==> config.mk <==
export PLATFORM = sky130hd
export DESIGN_NAME = task_table_scheduler_top
export DESIGN_NICKNAME = d
export VERILOG_FILES = /design/src/rtl/core/tts_pkg.sv /design/src/rtl/core/task_table_scheduler_top.sv /design/src/rtl/core/tts_ctrl.sv /design/src/rtl/core/tts_dp.sv
export SDC_FILE = /design/constraint.sdc
export NUM_CORES = 2
export LEC_CHECK = 0
export BUFFER_PORTS_ARGS = -buffer_cell sky130_fd_sc_hd__buf_2
export CORE_MARGIN = 8
export CORE_UTILIZATION = 40
export CTS_CLUSTER_SIZE = 8
export DETAILED_ROUTE_END_ITERATION = 8
export PLACE_DENSITY_LB_ADDON = 0.12
export SLEW_MARGIN = 20
export SYNTH_ARGS = -nofsm -noshare
export SYNTH_HDL_FRONTEND = slang
export SYNTH_SLANG_ARGS = --single-unit
==> constraint.sdc <==
create_clock -name i_clk -period 10.7 [get_ports i_clk]
set_input_delay 1.07 -clock i_clk [delete_from_list [all_inputs] [get_ports i_clk]]
set_output_delay 1.07 -clock i_clk [all_outputs]
set_load 0.05 [all_outputs]
==> src/rtl/core/tts_pkg.sv <==
`timescale 1ns / 1ps
package tts_pkg;

    localparam int TASK_SLOTS_DEF  = 16;
    localparam int CPU_COUNT_DEF   = 4;
    localparam int QUEUE_COUNT_DEF = 4;

    // event codes
    typedef enum logic [2:0] {
        MODE_CREATE    = 3'd0,
        MODE_DISPATCH  = 3'd1,
        MODE_YIELD     = 3'd2,
        MODE_SLEEP     = 3'd3,
        MODE_SUSPEND   = 3'd4,
        MODE_WAKEUP    = 3'd5,
        MODE_TICK      = 3'd6,
        MODE_TERMINATE = 3'd7
    } t_mode;

    // result status codes
    typedef enum logic [2:0] {
        RES_OK         = 3'd0,
        RES_NO_SLOT    = 3'd1,
        RES_NOTHING    = 3'd2,
        RES_NO_CURRENT = 3'd3,
        RES_EMPTY      = 3'd4
    } t_res;

    // task states
    typedef enum logic [2:0] {
        TS_UNUSED     = 3'd0,
        TS_RUNNABLE   = 3'd1,
        TS_RUNNING    = 3'd2,
        TS_WAITING    = 3'd3,
        TS_TERMINATED = 3'd4
    } t_task_state;

    // controller states
    typedef enum logic [2:0] {
        FSM_IDLE,
        FSM_PREP,
        FSM_SCAN,
        FSM_FINISH,
        FSM_DONE
    } t_fsm;

    // controller to datapath
    typedef struct packed {
        logic load;     // capture input item
        logic prep;     // vacate CPU for dispatch, set scan start
        logic scan;     // examine one slot
        logic finish;   // apply single-step events
        logic emit;     // drive result strobe
    } t_cmd;

    // datapath to controller
    typedef struct packed {
        logic needs_scan; // create, dispatch or tick
        logic scan_last;  // slot under scan is the last one
        logic scan_hit;   // create/dispatch found its slot
    } t_stat;

endpackage

==> src/rtl/core/task_table_scheduler_top.sv <==
`timescale 1ns / 1ps
// Sequence: an accepted item is captured, then yield, sleep, suspend, wakeup and terminate
// are applied in a single finish step; create and dispatch scan one slot per cycle until
// they hit or reach the last of TASK_SLOTS slots, and tick scans every slot.
// One item at a time: the next is taken at the earliest on the edge that takes the result;
// results cannot be stalled.
// Synchronous active-low reset empties the table, queues and CPUs.
module task_table_scheduler_top #(
    parameter int TASK_SLOTS  = tts_pkg::TASK_SLOTS_DEF,
    parameter int CPU_COUNT   = tts_pkg::CPU_COUNT_DEF,
    parameter int QUEUE_COUNT = tts_pkg::QUEUE_COUNT_DEF
) (
    input  logic               i_clk,
    input  logic               i_rst_n,
    input  logic               start,
    output logic               busy,
    input  logic [2:0]         i_mode,
    input  logic [1:0]         i_cpu,
    input  logic [1:0]         i_queue_id,
    input  logic [31:0]        i_tick_count,
    input  logic [31:0]        i_entry_address,
    input  logic signed [31:0] i_exit_value,
    output logic               o_done,
    output logic [2:0]         o_status,
    output logic [3:0]         o_slot,
    output logic [31:0]        o_task_id,
    output logic [31:0]        o_start_address
);
    import tts_pkg::*;

    t_cmd  cmd;
    t_stat stat;

    // sequencer
    tts_ctrl u_ctrl (
        .i_clk   (i_clk),
        .i_rst_n (i_rst_n),
        .i_start (start),
        .i_stat  (stat),
        .o_cmd   (cmd),
        .o_busy  (busy)
    );

    // task table
    tts_dp #(
        .TASK_SLOTS  (TASK_SLOTS),
        .CPU_COUNT   (CPU_COUNT),
        .QUEUE_COUNT (QUEUE_COUNT)
    ) u_dp (
        .i_clk           (i_clk),
        .i_rst_n         (i_rst_n),
        .i_cmd           (cmd),
        .o_stat          (stat),
        .i_mode          (i_mode),
        .i_cpu           (i_cpu),
        .i_queue_id      (i_queue_id),
        .i_tick_count    (i_tick_count),
        .i_entry_address (i_entry_address),
        .i_exit_value    (i_exit_value),
        .o_done          (o_done),
        .o_status        (o_status),
        .o_slot          (o_slot),
        .o_task_id       (o_task_id),
        .o_start_address (o_start_address)
    );

endmodule

==> src/rtl/core/tts_ctrl.sv <==
`timescale 1ns / 1ps
module tts_ctrl (
    input  logic           i_clk,
    input  logic           i_rst_n,
    input  logic           i_start,
    input  tts_pkg::t_stat i_stat,
    output tts_pkg::t_cmd  o_cmd,
    output logic           o_busy
);
    import tts_pkg::*;

    t_fsm r_state, n_state;

    // state register
    always_ff @(posedge i_clk) begin
        if (!i_rst_n) begin
            r_state <= FSM_IDLE;
        end else begin
            r_state <= n_state;
        end
    end

    // next state and commands
    always_comb begin
        n_state = r_state;
        o_cmd   = '0;
        o_busy  = 1'b1;
        unique case (r_state)
            FSM_IDLE: begin
                o_busy = 1'b0;
                if (i_start) begin
                    o_cmd.load = 1'b1;
                    n_state    = FSM_PREP;
                end
            end
            FSM_PREP: begin
                if (i_stat.needs_scan) begin
                    o_cmd.prep = 1'b1;
                    n_state    = FSM_SCAN;
                end else begin
                    n_state = FSM_FINISH;
                end
            end
            FSM_SCAN: begin
                o_cmd.scan = 1'b1;
                if (i_stat.scan_hit || i_stat.scan_last) begin
                    n_state = FSM_DONE;
                end
            end
            FSM_FINISH: begin
                o_cmd.finish = 1'b1;
                n_state      = FSM_DONE;
            end
            FSM_DONE: begin
                o_cmd.emit = 1'b1;
                n_state    = FSM_IDLE;
            end
            default: n_state = FSM_IDLE;
        endcase
    end

endmodule

==> src/rtl/core/tts_dp.sv <==
`timescale 1ns / 1ps
module tts_dp #(
    parameter int TASK_SLOTS  = tts_pkg::TASK_SLOTS_DEF,
    parameter int CPU_COUNT   = tts_pkg::CPU_COUNT_DEF,
    parameter int QUEUE_COUNT = tts_pkg::QUEUE_COUNT_DEF
) (
    input  logic                i_clk,
    input  logic                i_rst_n,
    input  tts_pkg::t_cmd       i_cmd,
    output tts_pkg::t_stat      o_stat,
    input  logic [2:0]          i_mode,
    input  logic [1:0]          i_cpu,
    input  logic [1:0]          i_queue_id,
    input  logic [31:0]         i_tick_count,
    input  logic [31:0]         i_entry_address,
    input  logic signed [31:0]  i_exit_value,
    output logic                o_done,
    output logic [2:0]          o_status,
    output logic [3:0]          o_slot,
    output logic [31:0]         o_task_id,
    output logic [31:0]         o_start_address
);
    import tts_pkg::*;

    localparam int SW = (TASK_SLOTS > 1) ? $clog2(TASK_SLOTS) : 1;
    localparam int CW = (CPU_COUNT > 1) ? $clog2(CPU_COUNT) : 1;
    localparam int QW = (QUEUE_COUNT > 1) ? $clog2(QUEUE_COUNT) : 1;

    // bring a 2-bit code below a count by repeated compare and subtract
    function automatic logic [1:0] fold(input logic [1:0] v, input int unsigned m);
        logic [1:0] x;
        x = v;
        for (int k = 0; k < 3; k++) begin
            if (32'(x) >= m) x = x - 2'(m);
        end
        return x;
    endfunction

    // per-slot state; a link, head, tail or running value of none is the valid bit clear
    t_task_state         r_tstat [TASK_SLOTS];
    logic                r_aff_v [TASK_SLOTS];
    logic [CW-1:0]       r_aff   [TASK_SLOTS];
    logic [31:0]         r_ident [TASK_SLOTS];
    logic [31:0]         r_entry [TASK_SLOTS];
    logic [31:0]         r_ticks [TASK_SLOTS];
    logic                r_timed [TASK_SLOTS];
    logic [31:0]         r_exit  [TASK_SLOTS];
    logic                r_lnk_v [TASK_SLOTS];
    logic [SW-1:0]       r_lnk   [TASK_SLOTS];
    logic                r_hd_v  [QUEUE_COUNT];
    logic [SW-1:0]       r_hd    [QUEUE_COUNT];
    logic                r_tl_v  [QUEUE_COUNT];
    logic [SW-1:0]       r_tl    [QUEUE_COUNT];
    logic                r_run_v [CPU_COUNT];
    logic [SW-1:0]       r_run   [CPU_COUNT];
    logic [SW-1:0]       r_scanp [CPU_COUNT];
    logic [31:0]         r_last_id;

    // captured item
    t_mode               r_mode;
    logic [CW-1:0]       r_cpu;
    logic [QW-1:0]       r_q;
    logic [31:0]         r_n;
    logic [31:0]         r_entry_in;
    logic [31:0]         r_exit_in;

    // scan state
    logic [SW-1:0]       r_pos;
    logic [SW:0]         r_cnt;

    // result registers
    logic                r_done;
    t_res                r_res;
    logic [SW-1:0]       r_rslot;
    logic [31:0]         r_rid;
    logic [31:0]         r_raddr;

    logic          hit;
    logic [SW-1:0] pos_next;
    logic [SW-1:0] cur_slot;
    logic          cur_v;
    logic [SW-1:0] tl_slot;

    assign cur_v    = r_run_v[r_cpu];
    assign cur_slot = r_run[r_cpu];
    assign tl_slot  = r_tl[r_q];
    assign pos_next = (r_pos == SW'(TASK_SLOTS - 1)) ? '0 : r_pos + 1'b1;

    // slot examined this cycle matches the search
    always_comb begin
        hit = 1'b0;
        if (r_mode == MODE_CREATE) begin
            hit = (r_tstat[r_pos] == TS_UNUSED);
        end else if (r_mode == MODE_DISPATCH) begin
            hit = (r_tstat[r_pos] == TS_RUNNABLE) &&
                  (!r_aff_v[r_pos] || r_aff[r_pos] == r_cpu);
        end
    end

    assign o_stat.needs_scan = (r_mode == MODE_CREATE) || (r_mode == MODE_DISPATCH) ||
                               (r_mode == MODE_TICK);
    assign o_stat.scan_last  = (r_cnt == (SW+1)'(TASK_SLOTS - 1));
    assign o_stat.scan_hit   = hit;

    // control state of the table
    always_ff @(posedge i_clk) begin
        if (!i_rst_n) begin
            for (int i = 0; i < TASK_SLOTS; i++) begin
                r_tstat[i] <= TS_UNUSED;
                r_aff_v[i] <= 1'b0;
                r_ident[i] <= '0;
                r_ticks[i] <= '0;
                r_timed[i] <= 1'b0;
                r_lnk_v[i] <= 1'b0;
            end
            for (int i = 0; i < QUEUE_COUNT; i++) begin
                r_hd_v[i] <= 1'b0;
                r_tl_v[i] <= 1'b0;
            end
            for (int i = 0; i < CPU_COUNT; i++) begin
                r_run_v[i] <= 1'b0;
                r_scanp[i] <= '0;
            end
            r_last_id <= '0;
            r_done    <= 1'b0;
        end else begin
            r_done <= i_cmd.emit;
            if (i_cmd.load) begin
                r_mode     <= t_mode'(i_mode);
                r_cpu      <= CW'(fold(i_cpu, CPU_COUNT));
                r_q        <= QW'(fold(i_queue_id, QUEUE_COUNT));
                r_n        <= i_tick_count;
                r_entry_in <= i_entry_address;
                r_exit_in  <= i_exit_value;
            end
            // dispatch vacates the CPU; every scan starts here
            if (i_cmd.prep) begin
                r_cnt   <= '0;
                r_pos   <= (r_mode == MODE_DISPATCH) ? r_scanp[r_cpu] : '0;
                r_res   <= (r_mode == MODE_CREATE) ? RES_NO_SLOT :
                           (r_mode == MODE_DISPATCH) ? RES_NOTHING : RES_OK;
                r_rslot <= '0;
                r_rid   <= '0;
                r_raddr <= '0;
                if (r_mode == MODE_DISPATCH) begin
                    if (cur_v && r_tstat[cur_slot] == TS_RUNNING) begin
                        r_tstat[cur_slot] <= TS_RUNNABLE;
                    end
                    r_run_v[r_cpu] <= 1'b0;
                end
            end
            // one slot per cycle
            if (i_cmd.scan) begin
                r_cnt <= r_cnt + 1'b1;
                r_pos <= pos_next;
                if (r_mode == MODE_TICK) begin
                    if (r_tstat[r_pos] == TS_WAITING && r_timed[r_pos]) begin
                        if (r_ticks[r_pos] <= 32'd1) begin
                            r_ticks[r_pos] <= '0;
                            r_timed[r_pos] <= 1'b0;
                            r_tstat[r_pos] <= TS_RUNNABLE;
                        end else begin
                            r_ticks[r_pos] <= r_ticks[r_pos] - 1'b1;
                        end
                    end
                end else if (hit && r_mode == MODE_CREATE) begin
                    r_last_id      <= r_last_id + 1'b1;
                    r_ident[r_pos] <= r_last_id + 1'b1;
                    r_aff_v[r_pos] <= 1'b0;
                    r_ticks[r_pos] <= '0;
                    r_timed[r_pos] <= 1'b0;
                    r_lnk_v[r_pos] <= 1'b0;
                    r_tstat[r_pos] <= TS_RUNNABLE;
                    r_res          <= RES_OK;
                    r_rslot        <= r_pos;
                    r_rid          <= r_last_id + 1'b1;
                end else if (hit) begin
                    r_tstat[r_pos] <= TS_RUNNING;
                    r_aff_v[r_pos] <= 1'b1;
                    r_aff[r_pos]   <= r_cpu;
                    r_run_v[r_cpu] <= 1'b1;
                    r_run[r_cpu]   <= r_pos;
                    r_scanp[r_cpu] <= pos_next;
                    r_res          <= RES_OK;
                    r_rslot        <= r_pos;
                    r_rid          <= r_ident[r_pos];
                    r_raddr        <= r_entry[r_pos];
                end
            end
            // single-step events
            if (i_cmd.finish) begin
                r_raddr <= '0;
                if (r_mode == MODE_WAKEUP) begin
                    if (!r_hd_v[r_q]) begin
                        r_res   <= RES_EMPTY;
                        r_rslot <= '0;
                        r_rid   <= '0;
                    end else begin
                        r_hd_v[r_q] <= r_lnk_v[r_hd[r_q]];
                        r_hd[r_q]   <= r_lnk[r_hd[r_q]];
                        if (!r_lnk_v[r_hd[r_q]]) begin
                            r_tl_v[r_q] <= 1'b0;
                        end
                        r_lnk_v[r_hd[r_q]] <= 1'b0;
                        r_tstat[r_hd[r_q]] <= TS_RUNNABLE;
                        r_res   <= RES_OK;
                        r_rslot <= r_hd[r_q];
                        r_rid   <= r_ident[r_hd[r_q]];
                    end
                end else if (!cur_v) begin
                    r_res   <= RES_NO_CURRENT;
                    r_rslot <= '0;
                    r_rid   <= '0;
                end else begin
                    r_res   <= RES_OK;
                    r_rslot <= cur_slot;
                    r_rid   <= r_ident[cur_slot];
                    r_run_v[r_cpu] <= 1'b0;
                    unique case (r_mode)
                        MODE_SLEEP: begin
                            r_ticks[cur_slot] <= r_n;
                            r_timed[cur_slot] <= 1'b1;
                            r_tstat[cur_slot] <= TS_WAITING;
                        end
                        MODE_SUSPEND: begin
                            r_lnk_v[cur_slot] <= 1'b0;
                            r_timed[cur_slot] <= 1'b0;
                            r_tstat[cur_slot] <= TS_WAITING;
                            if (!r_tl_v[r_q]) begin
                                r_hd_v[r_q] <= 1'b1;
                                r_hd[r_q]   <= cur_slot;
                            end else begin
                                r_lnk_v[tl_slot] <= 1'b1;
                                r_lnk[tl_slot]   <= cur_slot;
                            end
                            r_tl_v[r_q] <= 1'b1;
                            r_tl[r_q]   <= cur_slot;
                        end
                        MODE_TERMINATE: begin
                            r_tstat[cur_slot] <= TS_TERMINATED;
                        end
                        default: begin
                            if (r_tstat[cur_slot] == TS_RUNNING) begin
                                r_tstat[cur_slot] <= TS_RUNNABLE;
                            end
                        end
                    endcase
                end
            end
        end
    end

    // payload stores without reset
    always_ff @(posedge i_clk) begin
        if (i_cmd.scan && hit && r_mode == MODE_CREATE) begin
            r_entry[r_pos] <= r_entry_in;
        end
        if (i_cmd.finish && r_mode == MODE_TERMINATE && cur_v) begin
            r_exit[cur_slot] <= r_exit_in;
        end
    end

    assign o_done          = r_done;
    assign o_status        = r_res;
    assign o_slot          = 4'(r_rslot);
    assign o_task_id       = r_rid;
    assign o_start_address = r_raddr;

endmodule

Yosys cells after proc, flatten, opt, wreduce, memory -nomap -nowiden
Memories as Yosys holds them, arrays and structs flattened. A register that Yosys moved wholly into a read port is not among the register bits.
Index checks and enable logic that the tools add are counted.
- magnitude comparators: 1
- eq/ne operators: 18
- mux-type cells: 225
- add/subtract/negate cells: 4
- reduce and logical (&&, ||, !) cells: 37
- bitwise gates (word level): 17
- operators with widths (cell ; number):
    $mux W32 ; 19
    $mux W4 ; 35
    $mux W1 ; 135
    $reduce_or A32 Y1 ; 3
    $mux W3 ; 20
    $add A32 B1 Y32 const B ; 1
    $le A32 B1 Y1 const B ; 1
    $sub A32 B1 Y32 const B ; 1
    $mux W2 ; 13
    $or A1 B1 Y1 ; 16
    $eq A3 B2 Y1 const B ; 5
    $eq A3 B3 Y1 const B ; 5
    $pmux W3 S4 ; 1
    $reduce_or A3 Y1 ; 4
    $mux W5 ; 2
    $reduce_or A1 Y1 ; 10
    $eq A3 B1 Y1 const B ; 3
    $logic_not A3 Y1 ; 3
    $logic_and A1 B1 Y1 ; 6
    $reduce_and A2 Y1 ; 3
    $add A5 B1 Y5 const B ; 1
    $eq A5 B4 Y1 const B ; 1
    $add A4 B1 Y4 const B ; 1
    $eq A4 B4 Y1 const B ; 1
    other kinds (9) ; 12
- bits in writable memories: 1804
- register bits: 187
- output and inout bits: 73
- bits of input ports: 106
- memories: 16
- word-level logic and storage cells: 332
- memory list (memory ; words ; bits a word ; rd ports ; clocked after Yosys merged registers in ; wr ports ; RTL line ; source):
    u_dp.r_entry ; 16 ; 32 ; 1 ; 1 ; 1 ; tts_dp.sv:44 ; logic [31:0] r_entry [TASK_SLOTS];
    u_dp.r_ident ; 16 ; 32 ; 3 ; 1 ; 16 ; tts_dp.sv:43 ; logic [31:0] r_ident [TASK_SLOTS];
    u_dp.r_ticks ; 16 ; 32 ; 1 ; 1 ; 16 ; tts_dp.sv:45 ; logic [31:0] r_ticks [TASK_SLOTS];
    u_dp.r_lnk ; 16 ; 4 ; 1 ; 0 ; 1 ; tts_dp.sv:49 ; logic [SW-1:0] r_lnk [TASK_SLOTS];
    u_dp.r_tstat ; 16 ; 3 ; 2 ; 1 ; 16 ; tts_dp.sv:40 ; t_task_state r_tstat [TASK_SLOTS];
    u_dp.r_aff ; 16 ; 2 ; 1 ; 1 ; 1 ; tts_dp.sv:42 ; logic [CW-1:0] r_aff [TASK_SLOTS];
    10 more memories ; -- ; -- ; -- ; -- ; -- ; -- ;

Longest topological paths before layout
- depth in word-level cells: 16
- mapped depth: 21
- mapped depth without buffers: 12

By module
From an unflattened synthesis, not the netlist that was laid out.
- cells, all modules: 6010
- area total of the unflattened synthesis: 93617.3 µm²
- modules (own cells, without submodules) (module ; cells each ; seq. area each (µm²) ; area each (µm²) ; instances):
    tts_dp ; 5986 ; 58796.4 ; 93417.1 ; 1
    tts_ctrl ; 24 ; 60.1 ; 200.2 ; 1

Worst setup path after synthesis
No wires, ideal clock.
- kind: register to register
- start: register (tool-made name)
- end: memory u_dp.r_tstat[0][0] (netlist name) (enable)
- data required time: 10396 ps
- arrival time: 5400 ps
- slack: 4997 ps
- clock period less this slack: 5703 ps
- setup time: 304 ps
- cell stages (with the launch flop): 22
- path buffers: 10
- cells stage by stage: dfxtp_1 buf_2 buf_2 clkbuf_1 buf_2 buf_1 clkbuf_1 clkbuf_1 buf_1 clkbuf_1 mux4_2 inv_1 ha_1 nor2_1 nor2_1 nand4_1 or4_4 and4_4 buf_6 a221oi_4 nand4_2 nand2_1
- RTL lines (element ; RTL line):
    end: declaration ; tts_dp.sv:40

==> metrics <==
sequential standard cell area=59000 sq um; status=complete, no violations; syn avg cell area=16.0 sq um; multi-input combinational cell area=31200 sq um; fillcell total=19900; Setup crit end kind=flop; final instance area=105000 sq um; IO Count=179; worst hold stages=1; post-CTS setup buffers=0; clk slew on worst S/H paths=0.05 ns; TritonCTS clock tree=built; routed via count=55300; Area Growth Syn to Fin=14.0%; Placed Area=96400 sq um; die area=245000 sq um; CTS root buffer=clkbuf_16; commonest non-fill, non-tap cells in the layout=edfxtp_1 (1898), nor2_1 (1202), mux4_2 (791); register bit total from synthesis=1999; Post-Syn Area=91800 sq um; Final Setup Violations=0; GR Layer Usage met1=0.319; number of hold buffers added after CTS=0; die height=495 um; Worst VDD drop=0.156 mV; register area share after synthesis=0.643; Req. time, crit path=11.32 ns; CP startpoint kind=flop; Leak=0.0336 uW; global-route wire length before repair=411 mm; Rel. slew slack=0.226; Tot GR Track Use=0.231; std cell rows=176; initial antenna violation count=11; placed cell count=8618; total gr overflow=0; gr busiest metal=met2; die width=495 um; grt met2 use=0.377; setup TNS=0 ns; Initial DRC Count=6113; Initial Util=0.401; post-CTS sizing=0; number of flops mapped to enable cells by yosys=1898; most common cell after layout, fill and taps aside=edfxtp_1; crit share post-route=0.633; HP Class=in -> reg; M3 GR Usage=0.0424; count of cell types in the netlist=72; PD cells=191 nW/um^2; ANT nets after route=0; critical path type=reg -> reg; Fmax=148 MHz; Worst Reg2Reg Path Length in Cells=14; WP data arrival=7.39 ns; Max-Cap Viols=0; Post-synth top flop=edfxtp_1; non-filler instance count after layout=9025; Synth async-reset ratio=0; share of cells above drive strength 1=0.273; CTS Buf Count=301; GP Congestion=0.777; residual DRC count=0; minimum clock period after layout=6.77 ns; Port-buffer cells=146; # clock sinks=1999; Worst-Skew Late Latency=0.93 ns; core area=229000 sq um; worst hold slack=0.330 ns; max-slew violations=0; via-per-instance ratio=6.12; worst slew pin tran=1.16 ns; vias in the first global route=56500; drt first pass iters=5; clk_skew=0.0759 ns; Warnings, synthesis=0; drt wl/cell=32.0 um; RSZ-0062 raised after global routing=no; DP HPWL=153 mm; synth top area cells=edfxtp_1 (62%), mux4_2 (20%), nor2_1 (5.0%), dfxtp_1 (2.2%), clkbuf_1 (1.6%); H-tree depth=5; clk buf depth=4; largest net degree at the start of global routing=111; top cell type's share of synthesized area=0.621; Cells after Synth=5730; Fin. Hold Viols=0; NumNets Final=6012; drt total wl=288 mm; synthesized net count=5845; crit-path max FO=78; post-synth top area cell=edfxtp_1
==> through the flow <==
stage,setup slack [ns],util,total power [uW]
floorplan,5.00,-,10900
global placement,3.70,0.421,11700
detailed placement,3.72,0.421,11700
CTS,3.75,0.456,20100
global route,3.31,0.457,20600
finish,3.93,0.457,19900
==> sequential cells by signal, indices dropped and copies added (netlist names), 5 cells and up, named ones only <==
register / cells
u_dp.r_ticks: 512
u_dp.r_lnk_v: 16
u_dp.r_cnt: 5
u_dp.r_last_id: 32
u_dp.r_tl: 16
u_dp.r_hd: 16
u_dp.r_n: 32
u_dp.r_ident: 512
u_dp.r_aff: 32
u_dp.o_start_address: 32
u_dp.r_run: 16
u_dp.r_entry: 512
u_dp.r_entry_in: 32
u_dp.r_timed: 16
u_dp.r_scanp: 16
u_dp.r_lnk: 64
u_dp.r_tstat: 48
u_dp.o_task_id: 32
u_dp.r_aff_v: 16
==> routing by layer <==
| layer | vias up | part of all wire |
|---|---|---|
| li1 | 22900 | - |
| met1 | 29500 | 0.42 |
| met2 | 2486 | 0.48 |
| met3 | 428 | 0.077 |
| met4 | 2 | 0.028 |
| met5 | - | 0.000042 |
==> where the power goes <==
group          internal (uW)  switching, uW
Combinational           1080           1410
Sequential              8820            192
Clock                   5160           3270
==> cell type report <==
type / count / area share
antenna: 4 / 0.0000957
clock buffer: 394 / 0.0770
clock inverter: 7 / 0.000682
multi-input combinational: 3214 / 0.298
inverter: 35 / 0.00146
tap: 3026 / 0.0362
timing repair buffer: 346 / 0.0221
sequential: 1999 / 0.564
==> worst paths after layout <==
path / from / slack (ns) / to
worst max-delay path: flop / 3.93 / u_dp.r_ticks[2][30]
worst min-delay path: i_tick_count[6] / 0.33 / u_dp.r_n[6]
worst max register to register: flop / 3.93 / u_dp.r_ticks[2][30]
worst min register to register: u_dp.r_hd_v[2] / 0.46 / u_dp.r_hd_v[2]
==> worst max-delay path: stages (launching register included) <==
cell	delay (ns)
dfxtp_4	0.38
buf_12	0.43
buf_4	0.72
buf_4	0.88
mux4_2	0.60
a22oi_1	0.25
nand2_1	0.15
nor4_1	0.37
and3_1	0.60
nand4_1	0.46
nor4_1	0.38
xor2_1	0.11
a22oi_1	0.64
buf_4	0.29
nor2_1	0.06
==> synth_stat cells (9+ instances only) <==
| library cell | n |
|---|---|
| a211oi_1 | 76 |
| a21boi_0 | 11 |
| a21oi_1 | 88 |
| a221oi_1 | 33 |
| a22o_1 | 33 |
| a22oi_1 | 87 |
| a31o_2 | 25 |
| and2_1 | 30 |
| and3_1 | 15 |
| buf_1 | 69 |
| buf_2 | 22 |
| clkbuf_1 | 381 |
| dfxtp_1 | 101 |
| edfxtp_1 | 1898 |
| ha_1 | 9 |
| inv_1 | 31 |
| mux2_2 | 9 |
| mux2i_1 | 50 |
| mux4_1 | 13 |
| mux4_2 | 795 |
| nand2_1 | 232 |
| nand2b_1 | 17 |
| nand3_1 | 56 |
| nand4_1 | 18 |
| nor2_1 | 1224 |
| nor2b_1 | 48 |
| nor3_1 | 26 |
| nor4_1 | 10 |
| nor4b_1 | 11 |
| o211ai_1 | 30 |
| o21ai_0 | 60 |
| o31ai_1 | 24 |
| or2_2 | 12 |
| or3_1 | 14 |
| xnor2_1 | 49 |
| xor2_1 | 30 |
==> kinds of logic (layout without fill, tap and decap cells) <==
kind of cell             count (synthesis)  count (layout)  synth area share
buffers and inverters                  517             782            0.0223
AND/OR/NAND/NOR                       1735            1735            0.0788
AO/OA/AOI/OAI                          524             524            0.0417
XOR/XNOR                                79              79           0.00754
multiplexers                           867             867             0.205
flip-flops                            1999            1999             0.643
adder cells (fa/ha/maj)                  9               9           0.00123
other                                    0               4                 0
Note: power is estimated with default switching activity, not from simulation.
